## src/hw/rtl/mett_pkg.sv

```systemverilog
package mett_pkg;

  // Field widths
  localparam int BusW     = 1;
  localparam int IdW      = 11;
  localparam int AngleW   = 13;
  localparam int SpeedW   = 16;
  localparam int CurrentW = 16;
  localparam int SlotW    = 3;
  localparam int RateW    = 14;
  localparam int TurnW    = 32;
  localparam int TotalW   = 48;
  localparam int CountW   = 8;

  // One turn is a power of two, so the angle needs no reduction and
  // turns times counts-per-turn is a shift
  localparam int CountsPerTurn = 1 << AngleW;
  localparam int HalfTurn      = CountsPerTurn / 2;
  localparam int DiffW         = AngleW + 2;

  localparam int MotorSlotsDefault = 8;

  // Group layout
  localparam int GroupASize = 3;
  localparam int GroupBSize = 3;
  localparam int GroupCSize = 2;
  localparam int GroupBFirst = GroupASize;
  localparam int GroupCFirst = GroupASize + GroupBSize;

  // Configuration port
  localparam int DataW = 32;
  localparam int AddrW = 4;
  localparam logic [1:0] RegBaseA = 2'd0;
  localparam logic [1:0] RegBaseB = 2'd1;
  localparam logic [1:0] RegBaseC = 2'd2;
  localparam logic [1:0] RegCalib = 2'd3;

  localparam logic [IdW-1:0]    BaseAReset = IdW'(513);
  localparam logic [IdW-1:0]    BaseBReset = IdW'(517);
  localparam logic [IdW-1:0]    BaseCReset = IdW'(513);
  localparam logic [CountW-1:0] CalibReset = CountW'(50);
  localparam logic [CountW-1:0] CountMax   = '1;

  typedef struct packed {
    logic [IdW-1:0]    base_a;
    logic [IdW-1:0]    base_b;
    logic [IdW-1:0]    base_c;
    logic [CountW-1:0] calib_frames;
  } cfg_t;

  typedef struct packed {
    logic             hit;
    logic [SlotW-1:0] slot;
  } slot_map_t;

endpackage

```

## src/hw/rtl/mett_cfg.sv

```systemverilog
module mett_cfg (
  input  logic                           clk,
  input  logic                           rst,
  input  logic                           psel,
  input  logic                           penable,
  input  logic                           pwrite,
  input  logic [mett_pkg::AddrW-1:0]     paddr,
  input  logic [mett_pkg::DataW-1:0]     pwdata,
  output logic [mett_pkg::DataW-1:0]     prdata,
  output logic                           pready,
  output mett_pkg::cfg_t                 cfg
);
  import mett_pkg::*;

  logic       wr;
  logic [1:0] reg_sel;

  assign pready  = 1'b1;
  assign wr      = psel && penable && pwrite;
  assign reg_sel = paddr[3:2];

  // Write the selected register
  always_ff @(posedge clk) begin
    if (rst) begin
      cfg.base_a       <= BaseAReset;
      cfg.base_b       <= BaseBReset;
      cfg.base_c       <= BaseCReset;
      cfg.calib_frames <= CalibReset;
    end else if (wr) begin
      unique case (reg_sel)
        RegBaseA: cfg.base_a       <= pwdata[IdW-1:0];
        RegBaseB: cfg.base_b       <= pwdata[IdW-1:0];
        RegBaseC: cfg.base_c       <= pwdata[IdW-1:0];
        RegCalib: cfg.calib_frames <= pwdata[CountW-1:0];
        default: ;
      endcase
    end
  end

  // Read back
  always_comb begin
    unique case (reg_sel)
      RegBaseA: prdata = DataW'(cfg.base_a);
      RegBaseB: prdata = DataW'(cfg.base_b);
      RegBaseC: prdata = DataW'(cfg.base_c);
      RegCalib: prdata = DataW'(cfg.calib_frames);
      default:  prdata = '0;
    endcase
  end

endmodule

```

## src/hw/rtl/mett_slot_map.sv

```systemverilog
module mett_slot_map #(
  parameter int MOTOR_SLOTS = mett_pkg::MotorSlotsDefault
) (
  input  logic                        bus_select,
  input  logic [mett_pkg::IdW-1:0]    frame_id,
  input  mett_pkg::cfg_t              cfg,
  output mett_pkg::slot_map_t         map
);
  import mett_pkg::*;

  logic [IdW:0] off_a;
  logic [IdW:0] off_b;
  logic [IdW:0] off_c;
  logic         in_a;
  logic         in_b;
  logic         in_c;
  logic         found;
  logic [SlotW-1:0] slot;

  // Offset from each group base; the top bit is the borrow
  assign off_a = {1'b0, frame_id} - {1'b0, cfg.base_a};
  assign off_b = {1'b0, frame_id} - {1'b0, cfg.base_b};
  assign off_c = {1'b0, frame_id} - {1'b0, cfg.base_c};

  assign in_a = !off_a[IdW] && (off_a < (IdW + 1)'(GroupASize));
  assign in_b = !off_b[IdW] && (off_b < (IdW + 1)'(GroupBSize));
  assign in_c = !off_c[IdW] && (off_c < (IdW + 1)'(GroupCSize));

  // Group A wins over group B on the first bus
  always_comb begin
    found = 1'b0;
    slot  = '0;
    if (!bus_select) begin
      if (in_a) begin
        found = 1'b1;
        slot  = off_a[SlotW-1:0];
      end else if (in_b) begin
        found = 1'b1;
        slot  = SlotW'(GroupBFirst) + off_b[SlotW-1:0];
      end
    end else if (in_c) begin
      found = 1'b1;
      slot  = SlotW'(GroupCFirst) + off_c[SlotW-1:0];
    end
  end

  // Drop slots the build does not provide
  assign map.hit  = found && (32'(slot) < MOTOR_SLOTS);
  assign map.slot = slot;

endmodule

```

## src/hw/rtl/mett_track.sv

```systemverilog
module mett_track #(
  parameter int MOTOR_SLOTS = mett_pkg::MotorSlotsDefault
) (
  input  logic                              clk,
  input  logic                              rst,
  input  logic                              update,
  input  logic [mett_pkg::SlotW-1:0]        slot,
  input  logic [mett_pkg::AngleW-1:0]       angle,
  input  logic [mett_pkg::CountW-1:0]       calib_frames,
  output logic                              calibrating,
  output logic signed [mett_pkg::RateW-1:0] position_rate,
  output logic signed [mett_pkg::TurnW-1:0] turn_count,
  output logic signed [mett_pkg::TotalW-1:0] total_position
);
  import mett_pkg::*;

  logic [CountW-1:0] frame_counter [MOTOR_SLOTS];
  logic [AngleW-1:0] offset_angle  [MOTOR_SLOTS];
  logic [AngleW-1:0] last_angle    [MOTOR_SLOTS];
  logic [TurnW-1:0]  turns         [MOTOR_SLOTS];

  logic [CountW-1:0]       cnt_rd;
  logic [AngleW-1:0]       off_rd;
  logic [AngleW-1:0]       last_rd;
  logic [TurnW-1:0]        turns_rd;
  logic [CountW-1:0]       cnt_next;
  logic [AngleW-1:0]       off_next;
  logic [TurnW-1:0]        turns_next;
  logic signed [DiffW-1:0] diff;
  logic signed [DiffW-1:0] rate;
  logic signed [DiffW-1:0] delta;

  // Select the slot's state
  always_comb begin
    cnt_rd   = '0;
    off_rd   = '0;
    last_rd  = '0;
    turns_rd = '0;
    for (int i = 0; i < MOTOR_SLOTS; i++) begin
      if (32'(slot) == i) begin
        cnt_rd   = frame_counter[i];
        off_rd   = offset_angle[i];
        last_rd  = last_angle[i];
        turns_rd = turns[i];
      end
    end
  end

  // Capture the offset or unwrap across the half-turn threshold
  always_comb begin
    calibrating = cnt_rd <= calib_frames;
    cnt_next    = (cnt_rd == CountMax) ? cnt_rd : cnt_rd + CountW'(1);
    diff        = $signed({2'b00, angle}) - $signed({2'b00, last_rd});
    off_next    = off_rd;
    turns_next  = turns_rd;
    rate        = '0;
    if (calibrating) begin
      off_next = angle;
    end else if (diff > $signed(DiffW'(HalfTurn))) begin
      turns_next = turns_rd - TurnW'(1);
      rate       = diff - $signed(DiffW'(CountsPerTurn));
    end else if (diff < -$signed(DiffW'(HalfTurn))) begin
      turns_next = turns_rd + TurnW'(1);
      rate       = diff + $signed(DiffW'(CountsPerTurn));
    end else begin
      rate = diff;
    end
  end

  // Total position: turns shifted by one turn plus the angle past the offset
  assign delta          = $signed({2'b00, angle}) - $signed({2'b00, off_next});
  assign position_rate  = rate[RateW-1:0];
  assign turn_count     = $signed(turns_next);
  assign total_position = $signed({{(TotalW - TurnW - AngleW){turns_next[TurnW-1]}},
                                   turns_next, {AngleW{1'b0}}})
                        + $signed({{(TotalW - DiffW){delta[DiffW-1]}}, delta});

  // Write back the slot's state
  always_ff @(posedge clk) begin
    if (rst) begin
      for (int i = 0; i < MOTOR_SLOTS; i++) begin
        frame_counter[i] <= '0;
        offset_angle[i]  <= '0;
        last_angle[i]    <= '0;
        turns[i]         <= '0;
      end
    end else if (update) begin
      for (int i = 0; i < MOTOR_SLOTS; i++) begin
        if (32'(slot) == i) begin
          frame_counter[i] <= cnt_next;
          offset_angle[i]  <= off_next;
          last_angle[i]    <= angle;
          turns[i]         <= turns_next;
        end
      end
    end
  end

endmodule

```

## src/hw/rtl/motor_encoder_multiturn_tracker_top.sv

```systemverilog
// A word passes from the input register to the result register; an output stall holds it in the input register.
// Throughput: one word per cycle while the output is not stalled; each word's per-slot state is written back
// in the same cycle that its result is registered, so words for the same motor may follow each other directly.
// Frames whose ID matches no slot are dropped without a result.
// Synchronous active-high reset clears all slot state and restores register defaults.
module motor_encoder_multiturn_tracker_top #(
  parameter int MOTOR_SLOTS = mett_pkg::MotorSlotsDefault
) (
  input  logic                         clk,
  input  logic                         rst,
  // frame_id[10:0], encoder_raw[23:11], speed_raw[39:24], current_raw[55:40]
  input  logic [55:0]                  s_tdata,
  // bus_select[0]
  input  logic                         s_tuser,
  input  logic                         s_tvalid,
  output logic                         s_tready,
  // position_rate[13:0], turn_count[45:14], total_position[93:46],
  // speed_out[109:94], current_out[125:110], zero[127:126]
  output logic [127:0]                 m_tdata,
  // motor_slot[2:0], calibrating[3]
  output logic [3:0]                   m_tuser,
  output logic                         m_tvalid,
  input  logic                         m_tready,
  input  logic                         psel,
  input  logic                         penable,
  input  logic                         pwrite,
  input  logic [mett_pkg::AddrW-1:0]   paddr,
  input  logic [mett_pkg::DataW-1:0]   pwdata,
  output logic [mett_pkg::DataW-1:0]   prdata,
  output logic                         pready
);
  import mett_pkg::*;

  cfg_t      cfg;
  slot_map_t map;

  logic                in_valid;
  logic                in_bus;
  logic [IdW-1:0]      in_id;
  logic [AngleW-1:0]   in_angle;
  logic [SpeedW-1:0]   in_speed;
  logic [CurrentW-1:0] in_current;

  logic out_free;
  logic in_done;
  logic update;

  logic                     calibrating;
  logic signed [RateW-1:0]  position_rate;
  logic signed [TurnW-1:0]  turn_count;
  logic signed [TotalW-1:0] total_position;

  mett_cfg u_cfg (
    .clk     (clk),
    .rst     (rst),
    .psel    (psel),
    .penable (penable),
    .pwrite  (pwrite),
    .paddr   (paddr),
    .pwdata  (pwdata),
    .prdata  (prdata),
    .pready  (pready),
    .cfg     (cfg)
  );

  // Handshake: an unmatched word leaves at once, a matched one when the output is free
  assign out_free = !m_tvalid || m_tready;
  assign in_done  = in_valid && (!map.hit || out_free);
  assign update   = in_valid && map.hit && out_free;
  assign s_tready = !in_valid || in_done;

  // Input register
  always_ff @(posedge clk) begin
    if (rst) begin
      in_valid <= 1'b0;
    end else if (s_tready) begin
      in_valid <= s_tvalid;
    end
  end

  always_ff @(posedge clk) begin
    if (s_tready && s_tvalid) begin
      in_bus     <= s_tuser;
      in_id      <= s_tdata[10:0];
      in_angle   <= s_tdata[23:11];
      in_speed   <= s_tdata[39:24];
      in_current <= s_tdata[55:40];
    end
  end

  mett_slot_map #(
    .MOTOR_SLOTS (MOTOR_SLOTS)
  ) u_slot_map (
    .bus_select (in_bus),
    .frame_id   (in_id),
    .cfg        (cfg),
    .map        (map)
  );

  mett_track #(
    .MOTOR_SLOTS (MOTOR_SLOTS)
  ) u_track (
    .clk            (clk),
    .rst            (rst),
    .update         (update),
    .slot           (map.slot),
    .angle          (in_angle),
    .calib_frames   (cfg.calib_frames),
    .calibrating    (calibrating),
    .position_rate  (position_rate),
    .turn_count     (turn_count),
    .total_position (total_position)
  );

  // Result register
  always_ff @(posedge clk) begin
    if (rst) begin
      m_tvalid <= 1'b0;
    end else if (update) begin
      m_tvalid <= 1'b1;
    end else if (m_tready) begin
      m_tvalid <= 1'b0;
    end
  end

  always_ff @(posedge clk) begin
    if (update) begin
      m_tdata <= {2'b00, in_current, in_speed, total_position, turn_count, position_rate};
      m_tuser <= {calibrating, map.slot};
    end
  end

endmodule

```

## config.mk

```make
export PLATFORM = sky130hd
export DESIGN_NAME = motor_encoder_multiturn_tracker_top
export DESIGN_NICKNAME = d
export VERILOG_FILES = /design/src/hw/rtl/mett_pkg.sv /design/src/hw/rtl/mett_cfg.sv /design/src/hw/rtl/mett_slot_map.sv /design/src/hw/rtl/mett_track.sv /design/src/hw/rtl/motor_encoder_multiturn_tracker_top.sv
export SDC_FILE = /design/constraint.sdc
export NUM_CORES = 1
export LEC_CHECK = 0
export ABC_AREA = 1
export BUFFER_PORTS_ARGS = -buffer_cell sky130_fd_sc_hd__buf_4
export CAP_MARGIN = 10
export CELL_PAD_IN_SITES_DETAIL_PLACEMENT = 1
export CELL_PAD_IN_SITES_GLOBAL_PLACEMENT = 1
export CORE_UTILIZATION = 47
export DETAILED_ROUTE_END_ITERATION = 8
export PLACE_DENSITY_LB_ADDON = 0.1
export SYNTH_ARGS = -nofsm -noshare
export SYNTH_HDL_FRONTEND = slang
export SYNTH_HIERARCHICAL = 1
export SYNTH_SLANG_ARGS = --single-unit
```

## constraint.sdc

```tcl
create_clock -name clk -period 20.5 [get_ports clk]
set_input_delay 5.125 -clock clk [delete_from_list [all_inputs] [get_ports clk]]
set_output_delay 5.125 -clock clk [all_outputs]
set_load 0.1 [all_outputs]
```

Word-level counts from Yosys, hierarchy flattened
Memory sizes are Yosys's and may differ from the RTL's.
Index checks and enable logic that the tools add are counted.
W data, S select, Z words.
{"block": "op_classes", "mux": 116, "reduce_logical": 25, "n_lt_le_gt_ge": 6, "eq_ne": 11, "bitwise": 32, "add_sub_neg": 13}
{"operator": "$mux W32", "count": 19}
{"operator": "$mux W13", "count": 33}
{"operator": "$mux W8", "count": 17}
{"operator": "$pmux W32 S4", "count": 1}
{"operator": "$add A45 B14 Y46", "count": 1}
{"operator": "$mux W1", "count": 40}
{"operator": "$lt A12 B2 Y1 const B", "count": 3}
{"operator": "$sub A11 B11 Y12", "count": 3}
{"operator": "$add A32 B1 Y32 const B", "count": 1}
{"operator": "$or A1 B1 Y1", "count": 32}
{"operator": "$sub A32 B1 Y32 const B", "count": 1}
{"operator": "$mux W14", "count": 2}
{"operator": "$sub A13 B13 Y14", "count": 2}
{"operator": "$add A14 B14 Y14 const B", "count": 1}
{"operator": "$gt A14 B14 Y1 const B", "count": 1}
{"operator": "$lt A14 B13 Y1 const B", "count": 1}
{"operator": "$sub A14 B14 Y14 const B", "count": 1}
{"operator": "$eq A3 B3 Y1 const B", "count": 4}
{"operator": "$mux W3", "count": 4}
{"operator": "$logic_and A1 B1 Y1", "count": 9}
{"operator": "$add A8 B1 Y8 const B", "count": 1}
{"operator": "$eq A8 B8 Y1 const B", "count": 1}
{"operator": "$le A8 B8 Y1", "count": 1}
{"operator": "$reduce_and A2 Y1", "count": 4}
{"operator": "other kinds (11)", "count": 20}
{"block": "word_totals", "out_inout_bits": 167, "word_cells": 221, "mem_count": 4, "inputBits": 100, "ramBits": 528, "reg_bits": 230}
{"memory": "u_track.turns", "words": 8, "width": 32, "rd": 8, "rd_ports_with_merged_regs": 0, "wr": 8, "line_no": "mett_track.sv:20", "source": "logic [TurnW-1:0] turns [MOTOR_SLOTS];"}
{"memory": "u_track.last_angle", "words": 8, "width": 13, "rd": 8, "rd_ports_with_merged_regs": 0, "wr": 8, "line_no": "mett_track.sv:19", "source": "logic [AngleW-1:0] last_angle [MOTOR_SLOTS];"}
{"memory": "u_track.offset_angle", "words": 8, "width": 13, "rd": 8, "rd_ports_with_merged_regs": 0, "wr": 8, "line_no": "mett_track.sv:18", "source": "logic [AngleW-1:0] offset_angle [MOTOR_SLOTS];"}
{"memory": "u_track.frame_counter", "words": 8, "width": 8, "rd": 8, "rd_ports_with_merged_regs": 0, "wr": 8, "line_no": "mett_track.sv:17", "source": "logic [CountW-1:0] frame_counter [MOTOR_SLOTS];"}

Depth between registers and ports, before layout
Gate-level depths: netlist (run 1).
{"block": "logic_depth", "ltp_word": 21, "depth_mapped": 70, "ltp_nobuf": 63}

Modules after synthesis
Netlist (run 1), hierarchy kept.
{"mod": "mett_track", "area_each_um2": 28484.8, "cells_each": 3262, "instances": 1, "seq_area_each_um2": 15855.2}
{"mod": "motor_encoder_multiturn_tracker_top", "area_each_um2": 5731.7, "cells_each": 203, "instances": 1, "seq_area_each_um2": 5655.4}
{"mod": "mett_slot_map", "area_each_um2": 2188.3, "cells_each": 426, "instances": 1, "seq_area_each_um2": 0.0}
{"mod": "mett_cfg", "area_each_um2": 2089.5, "cells_each": 321, "instances": 1, "seq_area_each_um2": 820.8}

Worst setup path after synthesis (run 1)
OpenSTA, ideal clock, no wires.
{"block": "synth_timing", "path_kind": "input port to flip-flop", "from": "input port m_tready", "to": "memory u_track.frame_counter[6][0] (netlist: u_track/frame_counter[1][16]), enable pin", "path_stages": 4, "required_time_ns": 19.919, "t_arrival_ns": 16.664, "setup_slack_ns": 3.255, "n_path_buf": 0, "cell_sequence": "nor2_4 > nor2_1 > inv_1 > o21ai_0"}
{"item": "from (decl)", "line_no": "motor_encoder_multiturn_tracker_top.sv:23", "source": "input logic m_tready,"}
{"item": "to (decl)", "line_no": "mett_track.sv:17"}

==> results of run 1 <==
[flip-flops by register name (all words and copies together), names as in the netlist]
register / cells
m_tdata: 126
m_tuser: 4
u_track/frame_counter: 64
in_current: 16
u_track/last_angle: 104
in_valid: 1
u_cfg/cfg: 41
u_track/offset_angle: 104
in_angle: 13
in_bus: 1
m_tvalid: 1
in_id: 11
u_track/turns: 256
in_speed: 16
[power breakdown]
part / internal, uW / total (uW) / switching, uW / leakage (uW)
logic: 162 / 596 / 434 / 0.00948
registers: 1770 / 1790 / 23.5 / 0.00752
clock network: 842 / 1470 / 631 / 0.00127
[layer usage]
metal,up-vias,wire length (um),track usage [%]
met4,2,4350,10.9
met3,230,8080,4.09
met1,15310,53900,40.8
met5,-,19,0
li1,14354,-,-
met2,1000,56200,47.4
[logic make-up after synthesis]
kind of cell / count (synthesis)
flops: 758
fa+ha+maj: 85
other cells: 3
simple gates: 2407
buf+inv: 630
xor+xnor: 55
compound gates: 274
[final timing paths]
check                                   start      endpoint  slack, ns  depth (start not counted)
worst max-delay path                 in_id[1]   m_tdata[92]       8.58                         59
worst min-delay path            in_current[2]  m_tdata[112]       0.41                          0
worst max register to register       in_id[1]   m_tdata[92]       8.58                         59
worst min register to register  in_current[2]  m_tdata[112]       0.41                          0
[metrics by stage]
step                utilization (%)  hold slack (ns)  power [uW]  cells
CTS                            54.0            0.418        3880   5535
detailed placement             50.8            0.405        2410   5385
finish                         54.1            0.415        3860   5536
global route                   54.1            0.422        4000   5536
global placement               50.8            0.400        2390   5385
floorplan                         -            0.400        2240   4233
[worst register-to-register path: cells and delay by family (launching register included)]
family | cells | cell delay, ns
adders and majority gates | 4 | 1.19
DFF | 1 | 0.53
AOI/OAI and AO/OA | 8 | 1.41
xor gates and xnor gates | 1 | 0.30
buffers and inverters | 15 | 3.71
and+or+nand+nor | 31 | 4.53
[cells in the final DEF (no fill, tap or decap), drive strengths merged, types with 22 or more instances in the layout]
cell	synthesis	routed
buf	108	273
nor3	32	32
nand3	294	294
conb	3	24
clkinv	14	48
dfxtp	43	43
clkbuf	72	100
edfxtp	715	715
ha	81	81
nand2	1052	1052
o21ai	64	64
xor2	40	40
inv	436	439
a21oi	131	131
a221oi	22	22
nand4	160	160
nor2	840	840
[final cells by class]
| type | count | area [um2] | area share (%) |
|---|---|---|---|
| Clock inverter | 50 | 467 | 1.07 |
| Sequential cell | 758 | 22300 | 51.1 |
| Inverter | 450 | 1690 | 3.87 |
| Timing Repair Buffer | 273 | 2070 | 4.74 |
| Multi-Input combinational cell | 2845 | 13600 | 31.2 |
| Clock buffer | 100 | 2160 | 4.95 |
| Tap cell | 1060 | 1330 | 3.04 |
==> qor.yml, run 1 <==
power_and_ir_drop:
  peakVddDrop_uv: 57.8
  power_density_nw_per_um2: 88.4
  power_leakage_uw: 0.0183
placed_design:
  place_ws_ns: 8.68
  place_area_um2: 41000
  place_congestion: 0.876
  portBuffers: 219
  hpwl_mm: 79.4
die:
  dieWidth_um: 288
  placement_rows: 104
  start_util_pct: 47.6
  io_pins: 267
  dieHeight_um: 288
  dieArea_um2: 83100
  core_area_um2: 80800
clock_tree:
  htreeDepth: 3
  numCtsBuffers: 83
  cts-resized-gates: 0
  cts_sinks: 758
  cts_tree: "built"
  cts_hold_buf: 0
  cts_setup_buffers: 0
  clk_latency_ns: 0.64
  clkTransAtPathRegs_ns: 0.06
  clk_path_buf_depth: 3
  root_buffer: "clkbuf_16"
route:
  antenna_left: 0
  drtPass1Iterations: 9
  wl_mm: 123
  wire_per_inst_um: 22.1
  initialDrtViolationCount: 2385
  avgViaCountPerCell: 5.58
  remaining_drc_errors: 10
  num_vias: 30896
synthesis:
  netlist_area_um2: 38500
  syn_avg_cell_area_um2: 9.14
  ys_types: 56
  synthTopCellsByArea: "edfxtp_1, nand2_1, nor2_1, inv_1, nand3_1"
  synth_simple_gate_area_share_pct: 26.6
  synth-xor-area-share_pct: 1.25
  synth_seq_cells: 758
  yosysSeqAreaShare_pct: 58.0
  ys_async_sr_fraction_pct: 0
  synth_top_family_by_area: "simple AND/OR/NAND/NOR gates"
  ys_warn_count: 6
  synth_common_cells: "nand2_1, nor2_1, edfxtp_1"
  synth_compound_area_share_pct: 4.26
  post-synth-top-area-cell: "edfxtp_1"
  synth.most_common_cell: "nand2_1"
  synth_fa_ha_area_share_pct: 2.84
  ys.flop_type: "edfxtp_1"
  netlist_instances: 4212
  synth-edff-count: 715
  synth_mux_area_share_pct: 0
  netlist.area_leader.share_pct: 55.8
global_route:
  first_global_vias: 31526
  overflow: 0
  grt_pass1_wl_mm: 185
  grtUsageTotal_pct: 29.5
  grt_max_degree: 78
  antenna_found_initial: 1
cells_and_area:
  area_growth_pct: 13.5
  diodes: 0
  final_nets: 4596
  fillers: 9329
  final_area_um2: 43700
  drive_gt1_share_pct: 11.7
timing:
  hold_viol: 0
  finalSetupViolCount: 0
  rsz0062_at_grt: "false"
  min_period_ns: 11.92
  skew_ns: 0.0312
  setup_slack_ns: 8.58
  finalSetupTns_ns: 0
  fin_crit_sh_pct: 58.2
  tightest_slew_ns: 1.19
  slew_headroom_pct: 20.4
  fmaxAchievable_mhz: 83.9
  drv_slew: 0
critical_path:
  arrival_ns: 12.28
  critical_path_class: "flip-flop to flip-flop"
  required_ns: 20.86
  slowest_delay_ns: 0.62
  cp-end-kind: "flip-flop"
  path_buf_inv: 15
  critPathMaxFanout: 56
  crit_top_cell: "nand2_1"
  crit_path_start_kind: "flip-flop"
  slowest_stage: "buf_4"
  cpLargestDelayFamily: "simple AND/OR/NAND/NOR gates"
worst_hold_path:
  hold_path_class: "flip-flop to flip-flop"
outcome:
  violations: "DRC"
  status: "complete, but fails checks"
run:
  cap_violations: 0
Note: power is estimated with default switching activity, not from simulation.
==> inputs of run 2 (changes only) <==
==> constraint.sdc (replaced) <==
create_clock -name clk -period 11.69 [get_ports clk]
set_input_delay 2.9225 -clock clk [delete_from_list [all_inputs] [get_ports clk]]
set_output_delay 2.9225 -clock clk [all_outputs]
set_load 0.1 [all_outputs]
==> run 2 against run 1 <==
  * The run still ends with DRC left
  * Critical path depth fell by 2
  * Maximum frequency rose by 13%
  * Routed wire length fell by 0.87%
  * Largest power group unchanged
  * Final area rose by 0.30%
==> qor.yml, run 2 (same netlist as run 1, synthesis figures left out) <==
critical_path:
  critPathMaxFanout: 27
  cpLargestDelayFamily: "simple AND/OR/NAND/NOR gates"
  critical_path_class: "flip-flop to flip-flop"
  crit_path_start_kind: "flip-flop"
  crit_top_cell: "nand2_1"
  arrival_ns: 10.92
  cp-end-kind: "flip-flop"
  slowest_delay_ns: 0.66
  path_buf_inv: 12
  required_ns: 12.06
  slowest_stage: "inv_2"
global_route:
  antenna_found_initial: 0
  grt_use_met3_pct: 4.11
  grt_pass1_wl_mm: 185
  overflow: 0
  grt_max_degree: 131
  grtUsageTotal_pct: 29.3
  grt_use_met2_pct: 48.9
  grtUsageMet1_pct: 39.8
  first_global_vias: 31577
  top_usage_layer: "met2"
power_and_ir_drop:
  power_density_nw_per_um2: 156
  p_total_uw: 6830
  combPwrFrac_pct: 15.3
  power_frac_seq_pct: 46.1
  peakVddDrop_uv: 112
  p_int_uw: 4910
  p_sw_uw: 1920
  swShare_pct: 28.1
  clockPowerShare_pct: 38.6
  power_leakage_uw: 0.0183
route:
  num_vias: 30798
  drtPass1Iterations: 9
  initialDrtViolationCount: 2319
  antenna_left: 0
  wl_mm: 121
  avgViaCountPerCell: 5.55
  wire_per_inst_um: 21.9
  remaining_drc_errors: 9
clock_tree:
  clk_latency_ns: 0.65
  root_buffer: "clkbuf_16"
  cts_setup_buffers: 0
  cts_tree: "built"
  clk_path_buf_depth: 3
  cts_sinks: 758
  numCtsBuffers: 86
  cts_hold_buf: 0
  clkTransAtPathRegs_ns: 0.06
  cts-resized-gates: 0
  htreeDepth: 3
timing:
  skew_ns: 0.0221
  tightest_slew_ns: 1.21
  rsz0062_at_grt: "false"
  fin_crit_sh_pct: 90.3
  min_period_ns: 10.55
  hold_viol: 0
  slew_headroom_pct: 19.3
  setup_slack_ns: 1.14
  fmaxAchievable_mhz: 94.8
  finalSetupViolCount: 0
  drv_slew: 0
placed_design:
  place_inst: 5392
  portBuffers: 219
  place_congestion: 0.879
  hpwl_mm: 80.1
  place_ws_ns: 1.26
die:
  placement_rows: 104
  dieArea_um2: 83100
  dieHeight_um: 288
  core_area_um2: 80800
  io_pins: 267
  dieWidth_um: 288
  start_util_pct: 47.6
cells_and_area:
  regMostFlops: "u_track/turns"
  mostFrequentLayoutCells: "nand2_1, nor2_1, edfxtp_1"
  final_nets: 4605
  reg.largest.list: "u_track/turns (256), m_tdata (126)"
  area_growth_pct: 13.8
  drive_gt1_share_pct: 11.8
  diodes: 0
  final_util_pct: 54.2
  final_common_cell: "nand2_1"
  largest_reg_flops: 256
  fin_cells: 5548
run:
  cap_violations: 0
worst_hold_path:
  hold_path_class: "flip-flop to flip-flop"
outcome:
  violations: "DRC"
  status: "complete, but fails checks"
## run 2: cell types whose count changed in the layout (fill, tap and decap cells not counted), moves of 3 or more
cell	previous run	this run
clkbuf_1	16	24
clkinv_8	3	0
buf_4	272	278
clkbuf_16	84	87
## run 2: stage by stage
stage	TNS [ns]	hold WS (ns)	cell area, um2
after global routing	0	0.423	43800
after global placement	0	0.401	41100
after detailed placement	0	0.405	41100
after floorplan	-97.50	0.400	38600
after CTS	0	0.407	43800
final	0	0.406	43800
## run 2: worst reg2reg max path, delay by kind of cell (launching register included)
kind                     cells  cell delay (ns)
AND/OR/NAND/NOR             34             4.52
buffers and inverters       12             2.69
AO/OA/AOI/OAI                6             0.99
adder cells (fa/ha/maj)      4             1.32
XOR/XNOR                     1             0.16
flip-flops                   1             0.57
## run 2: power by group through the flow
stage	registers [uW]	clock network, uW	logic (uW)
floorplan	3190	0	727
global placement	3190	0	1000
detailed placement	3200	0	1030
CTS	3150	2680	1040
global route	3150	2780	1160
finish	3150	2640	1050
## run 2: final timing paths
kind / startpoint / end / slack, ns / cells past startpoint
min: in_current[0] / m_tdata[110] / 0.41 / 0
max reg2reg: in_id[1] / m_tdata[91] / 1.14 / 57
max: in_id[1] / m_tdata[91] / 1.14 / 57
min reg2reg: in_current[0] / m_tdata[110] / 0.41 / 0
## run 2: layout make-up
| cell class | count | area (um2) |
|---|---|---|
| tap | 1060 | 1330 |
| timing repair buffer | 279 | 2110 |
| sequential | 758 | 22300 |
| clock inverter | 44 | 440 |
| inverter | 450 | 1690 |
| fill | 9285 | 37000 |
| multi-input combinational | 2845 | 13600 |
| clock buffer | 112 | 2280 |
## run 2: routing by layer
metal	wire length, um	up-vias
li1	-	14386
met1	53000	15273
met2	57600	973
met3	7690	166
met4	3120	0
met5	0	-
